[config.mk]
export PLATFORM = sky130hd
export DESIGN_NAME = tagged_request_queue_top
export DESIGN_NICKNAME = d
export VERILOG_FILES = /design/src/hdl/trq_pkg.sv /design/src/hdl/trq_store.sv /design/src/hdl/tagged_request_queue_top.sv
export SDC_FILE = /design/constraint.sdc
export NUM_CORES = 1
export LEC_CHECK = 0
export ABC_CLOCK_PERIOD_IN_PS = 16850
export BUFFER_PORTS_ARGS = -buffer_cell sky130_fd_sc_hd__buf_2
export CORE_MARGIN = 2
export CORE_UTILIZATION = 40
export CTS_BUF_LIST = sky130_fd_sc_hd__clkbuf_16
export CTS_CLUSTER_DIAMETER = 100
export DETAILED_ROUTE_END_ITERATION = 10
export GPL_ROUTABILITY_DRIVEN = 0
export HOLD_SLACK_MARGIN = 0.02
export PLACE_DENSITY = 0.63
export REMOVE_ABC_BUFFERS = 1
export SETUP_SLACK_MARGIN = 0.15
export SLEW_MARGIN = 0
export SYNTH_ARGS = -nofsm -noshare
export SYNTH_HDL_FRONTEND = slang
export SYNTH_SLANG_ARGS = --single-unit
[constraint.sdc]
create_clock -name clk -period 16.85 [get_ports clk]
set_clock_uncertainty 0.1 [all_clocks]
set_input_delay 3.37 -clock clk [delete_from_list [all_inputs] [get_ports clk]]
set_output_delay 3.37 -clock clk [all_outputs]
set_load 0.01 [all_outputs]
[src/hdl/trq_pkg.sv]
// ----------------------------------------------------------------------------
// trq_pkg: shared types for the tagged request queue
// request op codes, result status codes, sequencer states, storage entry
// and the command group sent to the entry store
// ----------------------------------------------------------------------------
package trq_pkg;

	localparam int ID_W     = 31;
	localparam int HANDLE_W = 32;

	typedef enum logic [1:0] {
		OP_ENQ        = 2'd0,
		OP_DEQ        = 2'd1,
		OP_CANCEL     = 2'd2,
		OP_CANCEL_ALL = 2'd3
	} op_t;

	typedef enum logic [1:0] {
		STATUS_OK   = 2'd0,
		STATUS_MISS = 2'd1,
		STATUS_FULL = 2'd2
	} status_t;

	typedef enum logic [1:0] {
		S_IDLE,
		S_SCAN,
		S_SHIFT,
		S_RESULT
	} state_t;

	typedef struct packed {
		logic [ID_W-1:0]     tag;
		logic [HANDLE_W-1:0] handle;
	} entry_t;

	// wr_en: write this cycle, shift: move the last read entry one place down
	typedef struct packed {
		logic wr_en;
		logic shift;
	} store_cmd_t;

endpackage

[src/hdl/trq_store.sv]
// ----------------------------------------------------------------------------
// trq_store: entry storage of the tagged request queue
// circular entry array with a registered read port, one shared
// head-plus-offset wrap adder that forms every slot address
// ----------------------------------------------------------------------------
module trq_store import trq_pkg::*; #(
	parameter int DEPTH  = 16,
	parameter int SLOT_W = 4,
	parameter int CNT_W  = 5
) (
	input  logic              clk,
	input  logic [SLOT_W-1:0] head,
	input  logic [CNT_W-1:0]  ptr,
	input  store_cmd_t        cmd,
	input  entry_t            wr_entry,
	output entry_t            rd_entry,
	output logic [SLOT_W-1:0] slot
);

	localparam int SUM_W = CNT_W + 1;

	entry_t            mem [DEPTH];
	entry_t            rd_q;
	logic [SLOT_W-1:0] a_q;
	logic [SLOT_W-1:0] b_q;
	logic [SUM_W-1:0]  sum;
	logic [SUM_W-1:0]  wrapped;
	logic [SLOT_W-1:0] wr_slot;
	entry_t            wr_data;

	// head + offset stays below twice the depth: one compare and subtract
	assign sum     = SUM_W'(head) + SUM_W'(ptr);
	assign wrapped = (sum >= SUM_W'(DEPTH)) ? (sum - SUM_W'(DEPTH)) : sum;
	assign slot    = wrapped[SLOT_W-1:0];

	// shift writes the entry just read into the slot read one step earlier
	assign wr_slot = cmd.shift ? b_q : slot;
	assign wr_data = cmd.shift ? rd_q : wr_entry;

	always_ff @(posedge clk) begin
		if (cmd.wr_en) begin
			mem[wr_slot] <= wr_data;
		end
		rd_q <= mem[slot];
		a_q  <= slot;
		b_q  <= a_q;
	end

	assign rd_entry = rd_q;

endmodule

[src/hdl/tagged_request_queue_top.sv]
// ----------------------------------------------------------------------------
// tagged_request_queue_top: ordered queue of tagged request handles
// enqueue, dequeue oldest, cancel by id and cancel all over a circular store
// ----------------------------------------------------------------------------
// enqueue writes the tail on accept and then shows its result, dequeue reads the
//   head in S_SCAN, cancel by id scans from the head until a hit or the youngest
//   entry; a hit in the middle is closed up by S_SHIFT, one place per younger entry
// cancel all removes the head, shows it and goes on with the next head while the output takes them
// throughput: one request at a time, set by the single store read port and the
//   scan sequencer; in_ready returns the cycle after the last result is taken
// reset: arst_n clears sequencer, head, count and id counter; the store is not cleared
module tagged_request_queue_top import trq_pkg::*; #(
	parameter int QUEUE_DEPTH = 16
) (
	input  logic                clk,
	input  logic                arst_n,
	input  logic                in_valid,
	output logic                in_ready,
	input  logic [1:0]          op,
	input  logic [HANDLE_W-1:0] req_handle,
	input  logic [ID_W-1:0]     target_id,
	output logic                out_valid,
	input  logic                out_ready,
	output logic [1:0]          status,
	output logic [ID_W-1:0]     entry_id,
	output logic [HANDLE_W-1:0] out_handle,
	output logic                canceled,
	output logic                last
);

	localparam int SLOT_W = $clog2(QUEUE_DEPTH);
	localparam int CNT_W  = $clog2(QUEUE_DEPTH + 1);

	// sequencer and queue bookkeeping
	state_t              state_q, state_nxt;
	op_t                 op_q, op_nxt;
	logic [ID_W-1:0]     tgt_q, tgt_nxt;
	logic [SLOT_W-1:0]   hd_q, hd_nxt;
	logic [CNT_W-1:0]    occ_q, occ_nxt;
	logic [CNT_W-1:0]    idx_q, idx_nxt;
	logic [ID_W-1:0]     id_q, id_nxt;

	// result register, shown on the output while in S_RESULT
	status_t             res_status_q, res_status_nxt;
	logic [ID_W-1:0]     res_id_q, res_id_nxt;
	logic [HANDLE_W-1:0] res_handle_q, res_handle_nxt;
	logic                res_canc_q, res_canc_nxt;
	logic                res_last_q, res_last_nxt;

	// store interface
	logic [CNT_W-1:0]    ptr;
	store_cmd_t          cmd;
	entry_t              wr_entry;
	entry_t              rd_entry;
	logic [SLOT_W-1:0]   slot;

	logic [CNT_W-1:0]    idx_inc;
	logic                hit;
	op_t                 in_op;

	assign idx_inc = idx_q + CNT_W'(1);
	assign in_op   = op_t'(op);

	trq_store #(
		.DEPTH  (QUEUE_DEPTH),
		.SLOT_W (SLOT_W),
		.CNT_W  (CNT_W)
	) u_store (
		.clk      (clk),
		.head     (hd_q),
		.ptr      (ptr),
		.cmd      (cmd),
		.wr_entry (wr_entry),
		.rd_entry (rd_entry),
		.slot     (slot)
	);

	always_ff @(posedge clk or negedge arst_n) begin
		if (!arst_n) begin
			state_q <= S_IDLE;
			hd_q    <= '0;
			occ_q   <= '0;
			id_q    <= '0;
			idx_q   <= '0;
			op_q    <= OP_ENQ;
		end else begin
			state_q <= state_nxt;
			hd_q    <= hd_nxt;
			occ_q   <= occ_nxt;
			id_q    <= id_nxt;
			idx_q   <= idx_nxt;
			op_q    <= op_nxt;
		end
	end

	always_ff @(posedge clk) begin
		tgt_q        <= tgt_nxt;
		res_status_q <= res_status_nxt;
		res_id_q     <= res_id_nxt;
		res_handle_q <= res_handle_nxt;
		res_canc_q   <= res_canc_nxt;
		res_last_q   <= res_last_nxt;
	end

	always_comb begin
		state_nxt      = state_q;
		op_nxt         = op_q;
		tgt_nxt        = tgt_q;
		hd_nxt         = hd_q;
		occ_nxt        = occ_q;
		idx_nxt        = idx_q;
		id_nxt         = id_q;
		res_status_nxt = res_status_q;
		res_id_nxt     = res_id_q;
		res_handle_nxt = res_handle_q;
		res_canc_nxt   = res_canc_q;
		res_last_nxt   = res_last_q;
		ptr            = '0;
		cmd            = '0;
		wr_entry       = '{tag: id_q, handle: req_handle};
		in_ready       = 1'b0;
		out_valid      = 1'b0;
		// remove the head for dequeue and cancel all, else match the tag
		hit            = (op_q != OP_CANCEL) || (rd_entry.tag == tgt_q);

		case (state_q)
			S_IDLE: begin
				in_ready = 1'b1;
				// enqueue addresses the tail, everything else reads the head
				ptr = (in_op == OP_ENQ) ? occ_q : '0;
				if (in_valid) begin
					op_nxt         = in_op;
					tgt_nxt        = target_id;
					res_id_nxt     = '0;
					res_handle_nxt = '0;
					res_canc_nxt   = 1'b0;
					res_last_nxt   = 1'b1;
					if (in_op == OP_ENQ) begin
						state_nxt = S_RESULT;
						if (occ_q == CNT_W'(QUEUE_DEPTH)) begin
							res_status_nxt = STATUS_FULL;
						end else begin
							cmd.wr_en      = 1'b1;
							res_status_nxt = STATUS_OK;
							res_id_nxt     = id_q;
							id_nxt         = id_q + ID_W'(1);
							occ_nxt        = occ_q + CNT_W'(1);
						end
					end else if (occ_q == '0) begin
						res_status_nxt = STATUS_MISS;
						state_nxt      = S_RESULT;
					end else begin
						idx_nxt   = '0;
						state_nxt = S_SCAN;
					end
				end
			end

			S_SCAN: begin
				// read data is queue position idx_q, prefetch the next one
				ptr = idx_inc;
				if (hit) begin
					res_status_nxt = STATUS_OK;
					res_id_nxt     = rd_entry.tag;
					res_handle_nxt = rd_entry.handle;
					res_canc_nxt   = (op_q != OP_DEQ);
					res_last_nxt   = (op_q != OP_CANCEL_ALL) || (occ_q == CNT_W'(1));
					if (idx_q == '0) begin
						// oldest entry leaves: head moves on by one
						hd_nxt    = slot;
						occ_nxt   = occ_q - CNT_W'(1);
						state_nxt = S_RESULT;
					end else if (idx_inc == occ_q) begin
						// youngest entry leaves: nothing to close up
						occ_nxt   = occ_q - CNT_W'(1);
						state_nxt = S_RESULT;
					end else begin
						idx_nxt   = idx_inc;
						state_nxt = S_SHIFT;
					end
				end else if (idx_inc == occ_q) begin
					res_status_nxt = STATUS_MISS;
					res_id_nxt     = '0;
					res_handle_nxt = '0;
					res_canc_nxt   = 1'b0;
					res_last_nxt   = 1'b1;
					state_nxt      = S_RESULT;
				end else begin
					idx_nxt = idx_inc;
				end
			end

			S_SHIFT: begin
				// close the gap: move younger entries down one place each cycle
				ptr       = idx_inc;
				cmd.wr_en = 1'b1;
				cmd.shift = 1'b1;
				if (idx_inc == occ_q) begin
					occ_nxt   = occ_q - CNT_W'(1);
					state_nxt = S_RESULT;
				end else begin
					idx_nxt = idx_inc;
				end
			end

			S_RESULT: begin
				out_valid = 1'b1;
				// head read for the next cancel all step
				ptr = '0;
				if (out_ready) begin
					if ((op_q == OP_CANCEL_ALL) && (occ_q != '0)) begin
						idx_nxt   = '0;
						state_nxt = S_SCAN;
					end else begin
						state_nxt = S_IDLE;
					end
				end
			end

			default: begin
				state_nxt = S_IDLE;
			end
		endcase
	end

	assign status     = res_status_q;
	assign entry_id   = res_id_q;
	assign out_handle = res_handle_q;
	assign canceled   = res_canc_q;
	assign last       = res_last_q;

endmodule

# Word-level counts from Yosys, hierarchy flattened
# Memories as Yosys holds them, arrays and structs flattened. A register that Yosys moved wholly into a read port is not among the register bits.
# Index checks and enable logic that the tools add are counted.
# totals
register_bits	155
latchBits	0
mem_bits_rw	1008
mem_bits_ro	0
inputBits	69
mem_count	1
# memory_table
name	words	word_bits	rd	rd_ports_with_merged_regs	wr	line_no	rtl
u_store.mem	16	63	1	1	1	trq_store.sv:22	entry_t mem [DEPTH];
# op_classes
add_sub_neg	6
multipliers	0
div	0
n_lt_le_gt_ge	1
eq_ne	22
shifts	0
muxes	65
n_bitwise	1
reduce_logical	19
# op_table
cell	count
31-bit two-way mux	5
32-bit two-way mux	3
5-bit two-way mux	15
32-bit case mux with 2 select lines	1
63-bit two-way mux	1
31-bit case mux with 2 select lines	1
31-bit by 1-bit adder with 31-bit output, second input constant	1
31-bit equality test	1
5-bit case mux with 3 select lines	2
2-bit two-way mux	12
2-bit inequality test, second input constant	10
5-bit case mux with 4 select lines	1
1-bit two-way mux	17
5-bit by 1-bit adder with 5-bit output, second input constant	2
5-bit logical NOT	2
3-bit inequality test, second input constant	3
4-bit two-way mux	2
2-bit case mux with 4 select lines	1
4-bit AND reduction	2
4-bit by 5-bit adder with 6-bit output	1
2-bit equality test, second input constant	3
6-bit by 5-bit greater-or-equal comparator with 1-bit output, second input constant	1
1-bit case mux with 2 select lines	3
3-bit AND reduction	2
other kinds (19)	22

# Longest topological paths before layout
# logic_depth
word_depth	7
ltp_mapped	14
ltp_nobuf	11

# Cells and area by module
# From an unflattened synthesis, not the netlist that was laid out.
# unflattened
hier_cells	2247
area_unflattened_um2	47504.3
# modules_own_cells
module	instances	cells_per_inst	area_each_um2	seq_area_each_um2
trq_store	1	1727	40816.6	31690.4
tagged_request_queue_top	1	520	6687.7	4169.0

# Worst setup path after synthesis
# Ideal clock, no wire load.
# synth_path
path_kind	input to register
start	input op[1]
end	memory u_store.mem[13][0] (netlist bit) (enable)
arrival_ns	8.097
t_required_ns	16.265
setup_slack_ns	8.169
stages	11
n_path_buf	2
cell_sequence	or2_4 -> o22ai_1 -> ha_1 -> inv_1 -> fa_1 -> clkbuf_1 -> clkbuf_1 -> inv_1 -> nor2_1 -> a31oi_1 -> nor2_1
# synth_between
elab_chain_cells	7
elab_cells_between_ends	13
# synth_rtl
item	line_no	rtl
start, declared	tagged_request_queue_top.sv:19	input logic [1:0] op,
2-bit logical NOT *	tagged_request_queue_top.sv:130	ptr = (in_op == OP_ENQ) ? occ_q : '0;
5-bit two-way mux *	tagged_request_queue_top.sv:130	
5-bit case mux with 3 select lines *	tagged_request_queue_top.sv:126	case (state_q)
4-bit by 5-bit adder with 6-bit output *	trq_store.sv:32	assign sum = SUM_W'(head) + SUM_W'(ptr);
6-bit by 5-bit greater-or-equal comparator with 1-bit output / 4-bit by 1-bit subtractor with 4-bit output (equally long branches)	trq_store.sv:33	assign wrapped = (sum >= SUM_W'(DEPTH)) ? (sum - SUM_W'(DEPTH)) : sum;
4-bit two-way mux *	trq_store.sv:33	
net slot[1]	tagged_request_queue_top.sv:55	logic [SLOT_W-1:0] slot;
4-bit two-way mux *	trq_store.sv:37	assign wr_slot = cmd.shift ? b_q : slot;
end, declared	trq_store.sv:22	
# The timed path passes the listed nets; every way through them passes the cells marked *.

# Final worst setup path
# layout_path
start	input op[1]
end	memory u_store.mem[8][1] (netlist bit) (enable)
# layout_between
elab_chain_cells	7
elab_cells_between_ends	13
# layout_rtl
item	line_no
2-bit logical NOT *	tagged_request_queue_top.sv:130, tagged_request_queue_top.sv:138
5-bit two-way mux	tagged_request_queue_top.sv:130
5-bit case mux with 3 select lines	tagged_request_queue_top.sv:126
4-bit by 5-bit adder with 6-bit output	trq_store.sv:32
6-bit by 5-bit greater-or-equal comparator with 1-bit output / 4-bit by 1-bit subtractor with 4-bit output (equally long branches)	trq_store.sv:33
4-bit two-way mux	trq_store.sv:33
4-bit two-way mux	trq_store.sv:37
# Every way passes the cells marked *; elsewhere a longest branch is shown, timed or not.

==> flow_summary_export.csv <==
group,metric,value,unit
run_status,outcome,"finished, final reports clean",
sta,rsz0062_at_grt,"no",
sta,final.period_utilization,47.4,%
cts,clkSinkCount,1226,
critical_path,cp.required,17.07,ns
cells_and_area,area_delta_synth_final,13.8,%
yosys,post_synth_num_cell_types,67,
global_route,grt-ovfl-total,0,
floorplan,core-area,118000,sq um
route,drt_pre_antenna_iters,5,
min_path,min_path_type,"reg -> reg",
critical_path,critPathSlowestCell,"nor2_4",
critical_path,cp_cell_sequence,"buf_2 > or2_4 > o22ai_1 > ha_1 > a21o_1 > a21oi_1 > xnor2_1 > xnor2_4 > buf_4 > a32oi_1 > nor2_4 > buf_4",
floorplan,die_y,348,um
sta,max_freq,125,MHz
global_route,antenna_found_initial,3,
cells_and_area,post_route_cells_drive_above_1_share,28.2,%
sta,hold_ws,0.222,ns
cts,clockBufferDepth,3,
floorplan,rows,126,
route,drc_errors,0,
critical_path,crit_type,"in -> reg",
cells_and_area,n_antenna_cell,0,
power,ir_drop,164,uV
cts,cts_buffers,120,
cts,cts_tree,"built",
critical_path,cp.arrival,8.21,ns
global_route,grt_pass1_vias,23600,
route,wire_per_inst,26.5,um
cts,clockRootBuffer,"clkbuf_16",
sta,fin_ws,8.86,ns
global_route,grt_pass1_wl,158000,um
sta,final_max_slew_viol_count,0,
route,vias,22500,
place,pre_cts_ws,8.07,ns
global_route,grt_max_degree,73,
yosys,syn_area,47400,sq um
place,numPortBuffers,137,
critical_path,worstSetupStartpointType,"input port",
cts,cts_max_level,3,
yosys,synth_ff_type,"edfxtp_1",
yosys,netlist.area_leader.share,70.0,%
place,dp_hpwl,59900,um
yosys,yosysWarnings,0,
yosys,synth-async-reset-ratio,4.00,%
route,wl,108000,um
cts,cts_setup_buffers,0,
floorplan,num_io_pins,138,
floorplan,die-area,121000,sq um
cts,clkLatencyLatePin,0.71,ns
route,final_antenna_net_count,0,
critical_path,crit_path_end_kind,"flip-flop",
place,place_inst,3857,
global_route,grt.total_usage,17.7,%
cts,cts-resized-gates,0,
yosys,yosys_register_bits,1226,
critical_path,crit_fanout,55,
sta,hold_violations,0,
sta,max-slew-margin-rel,26.6,%
route,drtIter0Drc,2251,
yosys,syn_area_per_cell,21.1,sq um
cts,path_clk_slew,0.06,ns
critical_path,critPathMostFrequentCell,"buf_4",
floorplan,start_util,40.2,%
sta,worstMarginPinSlew,1.10,ns
cells_and_area,n_fill_cell,9750,
floorplan,die_w,348,um
yosys,ys_seq_area_share,75.6,%
critical_path,slowest_delay,0.96,ns
yosys,synth_area_leaders,"edfxtp_1, mux4_2, mux2i_1, dfxtp_1, dfrtp_1",
run,maxCapViolations,0,
power,power_density,232,nW/um^2
power,leakage,18.1,nW
cells_and_area,stdcell_count,4082,
yosys,syn_inst,2244,
yosys,synth_edf_count,1106,
route,avgViaCountPerCell,5.52,
yosys,synth_top_area_cell,"edfxtp_1",
cells_and_area,nets,2527,
sta,min_period,7.99,ns
sta,final-setup-viol-count,0,
cts,ctsHoldBuffers,0,
-- per-layer routing --
layer | wire length, um | GRT usage [%] | up-vias
met2 | 51100 | 28.1 | 727
met3 | 7060 | 3.87 | 151
met1 | 47800 | 25.0 | 12000
li1 | - | - | 9620
met4 | 2330 | 4.52 | 6
met5 | 43 | 0 | -
-- placed cells by master, fill, tap and decap left out, types with 32 or more instances in the layout --
cell type     n
edfxtp_1   1106
mux4_2      252
mux2i_1     192
buf_2       137
clkbuf_16   120
dfxtp_1      71
mux2_2       67
buf_4        54
inv_1        51
dfrtp_1      49
xor2_1       44
and3_1       41
nand2_1      34
a22o_1       32
-- flip-flops by register name, summed over array words and instances (netlist names), 5 cells and up --
name	count
u_store.rd_entry	63
entry_id	31
occ_q	5
out_handle	32
tgt_q	31
u_store.mem	1008
idx_q	5
id_q	31
-- per-stage QoR --
step | instance area (sq um) | util, % | total power (W) | TNS (ns)
4_1_cts | 54000 | 45.8 | 0.0127 | 0
6_report | 54000 | 45.8 | 0.0125 | 0
5_1_grt | 54000 | 45.8 | 0.0132 | 0
3_3_place_gp | 50100 | 42.5 | 0.00996 | 0
3_5_place_dp | 50100 | 42.5 | 0.0101 | 0
2_1_floorplan | 46900 | - | 0.00939 | -315.40
-- critical path: cells and delay by family --
kind,cells,cell delay (ns)
simple gates,2,1.25
buf+inv,3,1.77
compound gates,4,1.05
fa+ha+maj,1,0.26
xor+xnor,2,0.42
-- final cells by class --
class / count / area [sq um] / share of cell area [%]
multi-input cells: 882 / 11200 / 20.7
inverters: 22 / 82.6 / 0.153
clock buffers: 120 / 3000 / 5.56
clock inverters: 105 / 851 / 1.58
well taps: 1536 / 1920 / 3.56
repair buffers: 191 / 1090 / 2.02
flip-flops and latches: 1226 / 35900 / 66.4
-- power by group --
group | leakage [nW] | switching, W | internal (W)
sequential | 11.4 | 0.000236 | 0.00415
clock | 2.00 | 0.00112 | 0.00148
combinational | 4.80 | 0.00300 | 0.00254
total | 18.1 | 0.00436 | 0.00816
-- final timing paths --
kind	slack, ns	from	end	cells past startpoint
hold / removal	0.22	u_store.a_q[2]$_DFF_P_	u_store.b_q[2]$_DFF_P_	0
setup reg to reg	10.56	state_q[1]$_DFFE_PN0P_	u_store.mem[8][1]$_DFFE_PP_	13
hold reg to reg	0.22	u_store.a_q[2]$_DFF_P_	u_store.b_q[2]$_DFF_P_	0
setup / recovery	8.86	op[1]	u_store.mem[8][1]$_DFFE_PP_	12
max in group asynchronous	13.49	arst_n	occ_q[4]$_DFFE_PN0P_	2
min in group asynchronous	2.71	arst_n	id_q[1]$_DFFE_PN0P_	2
-- cells in the mapped netlist, drive strengths merged (14+ instances only) --
cell type and number:
xor2 44, mux4 252, buf 55, nor3 14, ha 14, nand3 22
mux2 67, dfxtp 71, dfrtp 49, a22o 32, o21ai 16, nand2 35
clkbuf 59, mux2i 192, nor2 38, inv 22, edfxtp 1106, and3 41
xnor2 26
-- kinds of logic (layout without fill, tap and decap cells) --
family / count (synthesis) / after routing / synth area share (%)
XOR/XNOR: 72 / 72 / 1.40
buffers and inverters: 136 / 438 / 1.27
flip-flops: 1226 / 1226 / 75.6
AO/OA/AOI/OAI: 100 / 100 / 1.61
multiplexers: 511 / 511 / 17.6
AND/OR/NAND/NOR: 184 / 184 / 2.12
adder cells (fa/ha/maj): 15 / 15 / 0.411
(Power assumes the default switching activity.)
